**src/hw/rtl/hpsd_pkg.sv**
```systemverilog
// Shared types and constants of the HPACK string literal decoder.
`default_nettype none
package hpsd_pkg;

  localparam int LENGTH_BITS = 32;
  localparam int CMP_BITS    = (LENGTH_BITS > 32) ? LENGTH_BITS : 32;
  localparam int SHIFT_BITS  = $clog2(LENGTH_BITS + 8);

  localparam logic [1:0] PH_HEADER  = 2'd0;
  localparam logic [1:0] PH_INT     = 2'd1;
  localparam logic [1:0] PH_PAYLOAD = 2'd2;
  localparam logic [1:0] PH_DISCARD = 2'd3;

  localparam logic [2:0] ST_OK     = 3'd0;
  localparam logic [2:0] ST_BADINT = 3'd1;
  localparam logic [2:0] ST_TRUNC  = 3'd2;
  localparam logic [2:0] ST_HUFF   = 3'd3;
  localparam logic [2:0] ST_SPACE  = 3'd4;

  localparam logic [6:0] INT_PREFIX_FULL = 7'h7F;

  typedef logic [LENGTH_BITS-1:0] len_t;
  typedef logic [SHIFT_BITS-1:0]  shift_t;

  typedef struct packed {
    len_t   sum;
    logic   ovf;
    shift_t shift_next;
  } int_step_t;

endpackage
`default_nettype wire

```
**src/hw/rtl/hpsd_if.sv**
```systemverilog
// Byte input and result output channel interfaces of the decoder.
`default_nettype none
interface hpsd_in_if;
  logic        valid;
  logic        ready;
  logic [7:0]  byte_in;
  logic        end_of_input;
  logic [31:0] dest_space;

  modport source (output valid, byte_in, end_of_input, dest_space, input ready);
  modport sink   (input valid, byte_in, end_of_input, dest_space, output ready);
endinterface

interface hpsd_out_if;
  logic        valid;
  logic        ready;
  logic [7:0]  data_byte;
  logic        data_valid;
  logic        last;
  logic [2:0]  status;
  logic [31:0] string_length;

  modport source (output valid, data_byte, data_valid, last, status, string_length,
                  input ready);
  modport sink   (input valid, data_byte, data_valid, last, status, string_length,
                  output ready);
endinterface
`default_nettype wire

```
**src/hw/rtl/hpack_string_literal_decoder.sv**
```systemverilog
// HPACK string literal decoder: header integer parse and payload forwarding.
// A byte accepted into the input register is decoded combinationally; its result
// enters the result register once that is empty or read. Throughput: one byte
// per cycle unless str_out stalls; input and result registers decouple both sides.
// Reset (rst, synchronous): both registers empty, decoder waits for a header byte.
`default_nettype none
module hpack_string_literal_decoder
  import hpsd_pkg::*;
(
  input  wire         clk,
  input  wire         rst,
  hpsd_in_if.sink     str_in,
  hpsd_out_if.source  str_out
);

  // input register
  logic        in_v;
  logic [7:0]  in_byte;
  logic        in_eoi;
  logic [31:0] in_space;

  // decoder state
  logic [1:0]  phase, phase_next;
  len_t        length_accum, length_accum_next;
  shift_t      shift_amount, shift_amount_next;
  len_t        bytes_left, bytes_left_next;
  logic        huffman_seen, huffman_seen_next;
  logic [31:0] space_held, space_held_next;

  // result register
  logic        out_v;
  logic [7:0]  out_byte;
  logic        out_dv;
  logic        out_last;
  logic [2:0]  out_status;
  logic [31:0] out_len;

  logic        adv;
  int_step_t   step;

  logic        res_v;
  logic [7:0]  res_byte;
  logic        res_dv;
  logic        res_last;
  logic [2:0]  res_status;
  logic [31:0] res_len;

  logic        do_done;
  len_t        done_len;
  logic        done_huff;
  logic [31:0] done_space;
  logic [CMP_BITS-1:0] done_len_w;
  logic [CMP_BITS-1:0] accum_w;

  assign adv          = in_v && (!out_v || str_out.ready);
  assign str_in.ready = !in_v || adv;

  hpsd_int_step u_int_step (
    .acc   (length_accum),
    .shift (shift_amount),
    .grp   (in_byte[6:0]),
    .step  (step)
  );

  always_comb begin
    phase_next        = phase;
    length_accum_next = length_accum;
    shift_amount_next = shift_amount;
    bytes_left_next   = bytes_left;
    huffman_seen_next = huffman_seen;
    space_held_next   = space_held;
    res_v      = 1'b0;
    res_byte   = 8'd0;
    res_dv     = 1'b0;
    res_last   = 1'b0;
    res_status = ST_OK;
    res_len    = 32'd0;
    do_done    = 1'b0;
    done_len   = length_accum;
    done_huff  = huffman_seen;
    done_space = space_held;
    accum_w    = CMP_BITS'(length_accum);

    unique case (phase)
      PH_HEADER: begin
        space_held_next   = in_space;
        huffman_seen_next = in_byte[7];
        length_accum_next = LENGTH_BITS'(in_byte[6:0]);
        shift_amount_next = '0;
        if (in_byte[6:0] != INT_PREFIX_FULL) begin
          do_done    = 1'b1;
          done_len   = LENGTH_BITS'(in_byte[6:0]);
          done_huff  = in_byte[7];
          done_space = in_space;
        end else if (in_eoi) begin
          res_v      = 1'b1;
          res_last   = 1'b1;
          res_status = ST_BADINT;
          phase_next = PH_HEADER;
        end else begin
          phase_next = PH_INT;
        end
      end
      PH_INT: begin
        if (step.ovf) begin
          res_v      = 1'b1;
          res_last   = 1'b1;
          res_status = ST_BADINT;
          phase_next = in_eoi ? PH_HEADER : PH_DISCARD;
        end else begin
          length_accum_next = step.sum;
          shift_amount_next = step.shift_next;
          if (in_byte[7]) begin
            if (in_eoi) begin
              res_v      = 1'b1;
              res_last   = 1'b1;
              res_status = ST_BADINT;
              phase_next = PH_HEADER;
            end
          end else begin
            do_done  = 1'b1;
            done_len = step.sum;
          end
        end
      end
      PH_PAYLOAD: begin
        bytes_left_next = bytes_left - LENGTH_BITS'(1);
        res_v    = 1'b1;
        res_byte = in_byte;
        res_dv   = 1'b1;
        if (bytes_left == LENGTH_BITS'(1)) begin
          res_last   = 1'b1;
          res_len    = accum_w[31:0];
          phase_next = PH_HEADER;
        end else if (in_eoi) begin
          res_last   = 1'b1;
          res_status = ST_TRUNC;
          res_len    = accum_w[31:0];
          phase_next = PH_HEADER;
        end
      end
      PH_DISCARD: begin
        if (in_eoi) begin
          phase_next = PH_HEADER;
        end
      end
      default: begin
        phase_next = PH_HEADER;
      end
    endcase

    // length known: check truncation, huffman, space, finish an empty string, else start the payload
    done_len_w = CMP_BITS'(done_len);
    if (do_done) begin
      if (done_len != '0 && in_eoi) begin
        res_v      = 1'b1;
        res_last   = 1'b1;
        res_status = ST_TRUNC;
        res_len    = done_len_w[31:0];
        phase_next = PH_HEADER;
      end else if (done_huff) begin
        res_v      = 1'b1;
        res_last   = 1'b1;
        res_status = ST_HUFF;
        res_len    = done_len_w[31:0];
        phase_next = in_eoi ? PH_HEADER : PH_DISCARD;
      end else if (done_len_w > CMP_BITS'(done_space)) begin
        res_v      = 1'b1;
        res_last   = 1'b1;
        res_status = ST_SPACE;
        res_len    = done_len_w[31:0];
        phase_next = in_eoi ? PH_HEADER : PH_DISCARD;
      end else if (done_len == '0) begin
        res_v      = 1'b1;
        res_last   = 1'b1;
        phase_next = PH_HEADER;
      end else begin
        bytes_left_next = done_len;
        phase_next      = PH_PAYLOAD;
      end
    end
  end

  always_ff @(posedge clk) begin
    if (rst) begin
      in_v         <= 1'b0;
      out_v        <= 1'b0;
      phase        <= PH_HEADER;
      length_accum <= '0;
      shift_amount <= '0;
      bytes_left   <= '0;
      huffman_seen <= 1'b0;
      space_held   <= '0;
    end else begin
      if (str_in.valid && str_in.ready) begin
        in_v <= 1'b1;
      end else if (adv) begin
        in_v <= 1'b0;
      end
      if (adv) begin
        out_v        <= res_v;
        phase        <= phase_next;
        length_accum <= length_accum_next;
        shift_amount <= shift_amount_next;
        bytes_left   <= bytes_left_next;
        huffman_seen <= huffman_seen_next;
        space_held   <= space_held_next;
      end else if (str_out.ready) begin
        out_v <= 1'b0;
      end
    end
  end

  // payload registers: load on request and on decode
  always_ff @(posedge clk) begin
    if (str_in.valid && str_in.ready) begin
      in_byte  <= str_in.byte_in;
      in_eoi   <= str_in.end_of_input;
      in_space <= str_in.dest_space;
    end
    if (adv) begin
      out_byte   <= res_byte;
      out_dv     <= res_dv;
      out_last   <= res_last;
      out_status <= res_status;
      out_len    <= res_len;
    end
  end

  assign str_out.valid         = out_v;
  assign str_out.data_byte     = out_byte;
  assign str_out.data_valid    = out_dv;
  assign str_out.last          = out_last;
  assign str_out.status        = out_status;
  assign str_out.string_length = out_len;

endmodule
`default_nettype wire

```
**src/hw/rtl/hpsd_int_step.sv**
```systemverilog
// One continuation byte step of the HPACK prefix integer, with overflow check.
`default_nettype none
module hpsd_int_step
  import hpsd_pkg::*;
(
  input  wire len_t       acc,
  input  wire shift_t     shift,
  input  wire logic [6:0] grp,
  output int_step_t       step
);

  logic [LENGTH_BITS+6:0] wide;
  logic [LENGTH_BITS:0]   total;
  logic [SHIFT_BITS-1:0]  shift_plus;

  always_comb begin
    // shift saturates at LENGTH_BITS, so the lost bits all land in the top group
    wide       = {{LENGTH_BITS{1'b0}}, grp} << shift;
    total      = {1'b0, acc} + {1'b0, wide[LENGTH_BITS-1:0]};
    shift_plus = shift + SHIFT_BITS'(7);
    step.sum   = total[LENGTH_BITS-1:0];
    step.ovf   = (|wide[LENGTH_BITS+6:LENGTH_BITS]) | total[LENGTH_BITS];
    if (shift_plus > SHIFT_BITS'(LENGTH_BITS)) begin
      step.shift_next = SHIFT_BITS'(LENGTH_BITS);
    end else begin
      step.shift_next = shift_plus;
    end
  end

endmodule
`default_nettype wire
```
**src/flat_wrapper.sv**
```systemverilog
// flat-port wrapper written by rule: the top's interface ports become plain ports
module hpack_string_literal_decoder_flat import hpsd_pkg::*;
  (clk, rst, str_in_valid, str_in_byte_in, str_in_end_of_input, str_in_dest_space, str_in_ready, str_out_valid, str_out_data_byte, str_out_data_valid, str_out_last, str_out_status, str_out_string_length, str_out_ready);
  hpsd_in_if str_in_i ();
  hpsd_out_if str_out_i ();
  input  wire clk;
  input  wire rst;
  input wire logic [$bits(str_in_i.valid)-1:0] str_in_valid;
  input wire logic [$bits(str_in_i.byte_in)-1:0] str_in_byte_in;
  input wire logic [$bits(str_in_i.end_of_input)-1:0] str_in_end_of_input;
  input wire logic [$bits(str_in_i.dest_space)-1:0] str_in_dest_space;
  output wire logic [$bits(str_in_i.ready)-1:0] str_in_ready;
  output wire logic [$bits(str_out_i.valid)-1:0] str_out_valid;
  output wire logic [$bits(str_out_i.data_byte)-1:0] str_out_data_byte;
  output wire logic [$bits(str_out_i.data_valid)-1:0] str_out_data_valid;
  output wire logic [$bits(str_out_i.last)-1:0] str_out_last;
  output wire logic [$bits(str_out_i.status)-1:0] str_out_status;
  output wire logic [$bits(str_out_i.string_length)-1:0] str_out_string_length;
  input wire logic [$bits(str_out_i.ready)-1:0] str_out_ready;
  assign str_in_i.valid = str_in_valid;
  assign str_in_i.byte_in = str_in_byte_in;
  assign str_in_i.end_of_input = str_in_end_of_input;
  assign str_in_i.dest_space = str_in_dest_space;
  assign str_in_ready = str_in_i.ready;
  assign str_out_valid = str_out_i.valid;
  assign str_out_data_byte = str_out_i.data_byte;
  assign str_out_data_valid = str_out_i.data_valid;
  assign str_out_last = str_out_i.last;
  assign str_out_status = str_out_i.status;
  assign str_out_string_length = str_out_i.string_length;
  assign str_out_i.ready = str_out_ready;
  hpack_string_literal_decoder u_core (.clk(clk), .rst(rst), .str_in(str_in_i), .str_out(str_out_i));
endmodule
```
**config.mk**
```make
export PLATFORM = sky130hd
export DESIGN_NAME = hpack_string_literal_decoder_flat
export DESIGN_NICKNAME = d
export VERILOG_FILES = /design/src/hw/rtl/hpsd_pkg.sv /design/src/hw/rtl/hpsd_if.sv /design/src/hw/rtl/hpack_string_literal_decoder.sv /design/src/hw/rtl/hpsd_int_step.sv /design/src/flat_wrapper.sv
export SDC_FILE = /design/constraint.sdc
export NUM_CORES = 1
export LEC_CHECK = 0
export BUFFER_PORTS_ARGS = -buffer_cell sky130_fd_sc_hd__buf_2
export CORE_ASPECT_RATIO = 1.75
export CORE_MARGIN = 2
export CORE_UTILIZATION = 50
export DETAILED_ROUTE_END_ITERATION = 8
export PLACE_DENSITY = 0.8
export SLEW_MARGIN = 20
export SYNTH_ARGS = -nofsm -noshare
export SYNTH_HDL_FRONTEND = slang
export SYNTH_SLANG_ARGS = --single-unit
```
**constraint.sdc**
```tcl
create_clock -name clk -period 6.8 [get_ports clk]
set_input_delay 0.34 -clock clk [delete_from_list [all_inputs] [get_ports clk]]
set_output_delay 0.34 -clock clk [all_outputs]
set_load 0.02 [all_outputs]
```
==> results_tabular.tex <==
\begin{tabular}{lr}
\hline
Metric & Value \\
\hline
\multicolumn{2}{l}{\textbf{Status}} \\
\quad Status & finished, final reports clean \\
\multicolumn{2}{l}{\textbf{Worst hold path}} \\
\quad Worst min-delay path category & in -> reg \\
\multicolumn{2}{l}{\textbf{CTS}} \\
\quad Post-CTS Hold Buffers & 0 \\
\quad Number of buffers created by CTS & 17 \\
\quad Clock Tree Buf Depth & 2 \\
\quad CTS H-tree lvls & 4 \\
\quad Insertion delay of the later-clocked pin in the worst-skew pair & 0.46 ns \\
\quad Clock net sink count & 193 \\
\quad Clock root buffer & clkbuf\_16 \\
\quad CTS clk-pin slew, worst paths & 0.08 ns \\
\quad TritonCTS clock tree & built \\
\multicolumn{2}{l}{\textbf{Setup path}} \\
\quad Cell at the slowest stage of the critical path & a221oi\_2 \\
\quad Slowest Stage Delay on Critical Path & 0.39 ns \\
\quad Required @ worst endpoint & 7.17 ns \\
\quad Element type at the critical path start & register \\
\quad Critical path arrival & 6.93 ns \\
\quad Category of cells accounting for the largest share of critical-path delay & compound AO/OA/AOI/OAI gates \\
\quad Crit Path Category & reg -> reg \\
\quad Category of the worst setup path capture point & register \\
\quad Critical path buffer and inverter count & 4 \\
\quad Cell seen most often among critical-path stages & buf\_4 \\
\quad Worst Path Max Fanout & 11 \\
\multicolumn{2}{l}{\textbf{Floorplanning}} \\
\quad Width of the die & 123 um \\
\quad Top-level I/O count & 92 \\
\quad Site Rows & 76 \\
\quad Core Box Area & 0.0245 mm\^{}2 \\
\quad Die height & 213 um \\
\quad Initial standard-cell utilization of the core & 0.508 \\
\quad Die area & 0.0262 mm\^{}2 \\
\multicolumn{2}{l}{\textbf{Logic synthesis}} \\
\quad Post-Synthesis Cells & 1463 \\
\quad Avg Inst Size Synth & 8.52 um\^{}2 \\
\quad Flop and latch count out of synthesis & 193 \\
\quad Warnings, synthesis & 0 \\
\quad Sequential cell area fraction in the yosys report & 0.379 \\
\quad Syn nets & 1577 \\
\quad EDFF count, synth & 86 \\
\quad Share of async-settable or async-resettable flops after synthesis & 0 \\
\quad Number of unique standard cell types used by synthesis & 82 \\
\quad Cell area after technology mapping & 0.0125 mm\^{}2 \\
\quad Most used flip-flop cell after synthesis & dfxtp\_1 \\
\multicolumn{2}{l}{\textbf{GRT}} \\
\quad Global-route congestion overflow total & 0 \\
\quad Number of antenna violations at the first check in global routing & 0 \\
\quad Global-route wire length before repair & 67.4 mm \\
\quad Pin count of the biggest net entering global routing & 51 \\
\quad Vias in the first global route & 11900 \\
\quad Overall track demand over capacity in global routing & 0.344 \\
\multicolumn{2}{l}{\textbf{Timing}} \\
\quad Total count of hold-check failures in the final report & 0 \\
\quad Worst Tran Pin Value & 1.04 ns \\
\quad Max Fclk & 153 MHz \\
\quad Relative max-transition margin & 0.304 \\
\quad Max-slew violation count & 0 \\
\quad Minimum hold slack & 0.0442 ns \\
\quad Fin Clk Skew & 0.0128 ns \\
\quad Final critical-path share of the clock period & 0.964 \\
\quad Worst Setup Slack, final & 0.247 ns \\
\quad Final Critical Period & 6.55 ns \\
\quad Setup Total Neg Slack & 0 ns \\
\quad Number of endpoints failing setup at the final stage & 0 \\
\multicolumn{2}{l}{\textbf{Drt}} \\
\quad Routed len/inst & 23.4 um \\
\quad Antenna Nets Post-Route & 0 \\
\quad Final Routed Wirelength & 45.0 mm \\
\quad Number of DRC markers in iteration 0 & 1447 \\
\quad First-pass detailed-route iteration total & 7 \\
\quad Vias & 12700 \\
\quad Via/cell ratio & 6.61 \\
\quad Detailed-route DRC error count & 0 \\
\multicolumn{2}{l}{\textbf{Power and ir drop}} \\
\quad Worst VDD drop & 0.000217 V \\
\quad Lkg Pwr & 6.07 nW \\
\quad Power density cells & 189 mW/mm\^{}2 \\
\multicolumn{2}{l}{\textbf{Place}} \\
\quad Port Buf Inserts & 91 \\
\quad Worst slack at placement & -0.0345 ns \\
\quad Half-perimeter wire length of the detailed placement result & 33.6 mm \\
\quad Final weighted congestion in routability-driven placement & 1.04 \\
\multicolumn{2}{l}{\textbf{Final layout}} \\
\quad Fin nets & 1716 \\
\quad Most frequent cells in the layout & nand2\_1 (198), a21oi\_1 (142), nor2\_1 (134), buf\_4 (113), dfxtp\_1 (106) \\
\quad Share of post-route cells with drive strength above 1 & 0.185 \\
\quad Final antenna diode count & 0 \\
\quad Synth-to-layout area growth & 17.1\% \\
\quad Most common library cell in the layout ignoring fill and taps & nand2\_1 \\
\quad Final Core Density & 0.595 \\
\multicolumn{2}{l}{\textbf{Flow run}} \\
\quad Max-Cap Viols & 0 \\
\hline
\end{tabular}
==> stage by stage <==
step | cell area [um^2] | total power [mW] | instances
global placement | 13800 | 1.72 | 1890
floorplan | 12500 | 1.58 | 1463
global route | 14600 | 2.84 | 1927
CTS | 14400 | 2.74 | 1922
finish | 14600 | 2.75 | 1927
detailed placement | 13800 | 1.73 | 1890
==> power breakdown <==
| group | internal, mW | switching (mW) | total [mW] |
|---|---|---|---|
| combinational | 0.149 | 0.275 | 0.424 |
| sequential | 1.26 | 0.0364 | 1.30 |
| clock | 0.521 | 0.511 | 1.03 |
| total | 1.93 | 0.822 | 2.75 |
==> Yosys cell counts (10+ instances only) <==
cell	count	area, um^2
a21o_1	27	203
nand3_1	39	195
a31oi_1	19	119
nand2b_1	15	93.8
a211oi_1	14	105
a22o_1	48	420
nand2_1	198	743
nor3_1	43	215
nand4_1	18	113
a22oi_1	11	82.6
nor2b_1	10	62.6
xor2_1	12	105
o31ai_1	12	90.1
clkbuf_1	72	270
edfxtp_1	86	2580
a21oi_1	148	741
dfxtp_1	107	2140
inv_1	23	86.3
nor4_1	17	106
ha_1	68	851
mux2i_1	47	470
o21a_1	11	82.6
or3_1	12	75.1
xnor2_1	14	123
and3_1	10	62.6
and2_1	20	125
o21ai_0	58	290
nor2_1	139	522
==> routing by layer <==
metal  wire length, um  global-route usage
met1             16300               0.394
met2             21900               0.581
met3              3350              0.0475
met4              3510               0.246
met5                 0                   0
==> sequential cells by signal, indices dropped and copies added, names as in the netlist <==
signal / cells
u_core.in_byte: 8
u_core.huffman_seen: 1
u_core.bytes_left: 32
u_core.in_v: 1
u_core.in_space: 32
u_core.phase: 2
u_core.shift_amount: 6
u_core.accum_w: 32
u_core.str_out.data_byte: 8
u_core.str_out.string_length: 32
u_core.space_held: 32
u_core.str_out.status: 3
u_core.in_eoi: 1
u_core.str_out.last: 1
u_core.str_out.valid: 1
u_core.str_out.data_valid: 1
==> timing repair <==
item | 4_1_cts | 5_1_grt
resized for setup | 4 | 32
setup buffers | 0 | 4
pin swaps | 0 | 3
cloned | 0 | 1
endpoints found under the setup margin | 7 | 68
endpoints found under the hold margin | 0 | 0
==> worst reg2reg max path: cells and delay by family, from the launching register on <==
kind	cells	cell delay [ns]
adders and majority gates	2	0.65
muxes	1	0.08
buffers and inverters	4	0.78
and+or+nand+nor	10	1.75
AOI/OAI and AO/OA	13	2.87
DFF	1	0.36
==> final timing paths <==
path                                              from                    end  slack (ns)  cells after the start
worst min-delay path             str_in_dest_space[30]    u_core.in_space[30]        0.04                      1
worst min register to register   u_core.space_held[21]  u_core.space_held[21]        0.45                      2
worst max register to register  u_core.shift_amount[1]  u_core.bytes_left[10]        0.25                     30
worst max-delay path            u_core.shift_amount[1]  u_core.bytes_left[10]        0.25                     30
==> kinds of logic after synthesis <==
kind of cell / count (synthesis) / synth area share
adders and majority gates: 69 / 0.0699
AOI/OAI and AO/OA: 452 / 0.242
muxes: 54 / 0.0459
DFF: 193 / 0.379
xor gates and xnor gates: 26 / 0.0183
and+or+nand+nor: 553 / 0.206
buffers and inverters: 116 / 0.0385
==> final cells by class <==
| cell class | count | area [um^2] |
|---|---|---|
| fillers | 2195 | 9950 |
| clock inverters | 12 | 134 |
| clock buffers | 20 | 468 |
| flip-flops and latches | 193 | 4730 |
| multi-input cells | 1155 | 7400 |
| well taps | 312 | 390 |
| repair buffers | 208 | 1370 |
| inverters | 27 | 101 |
(Power assumes the default switching activity.)
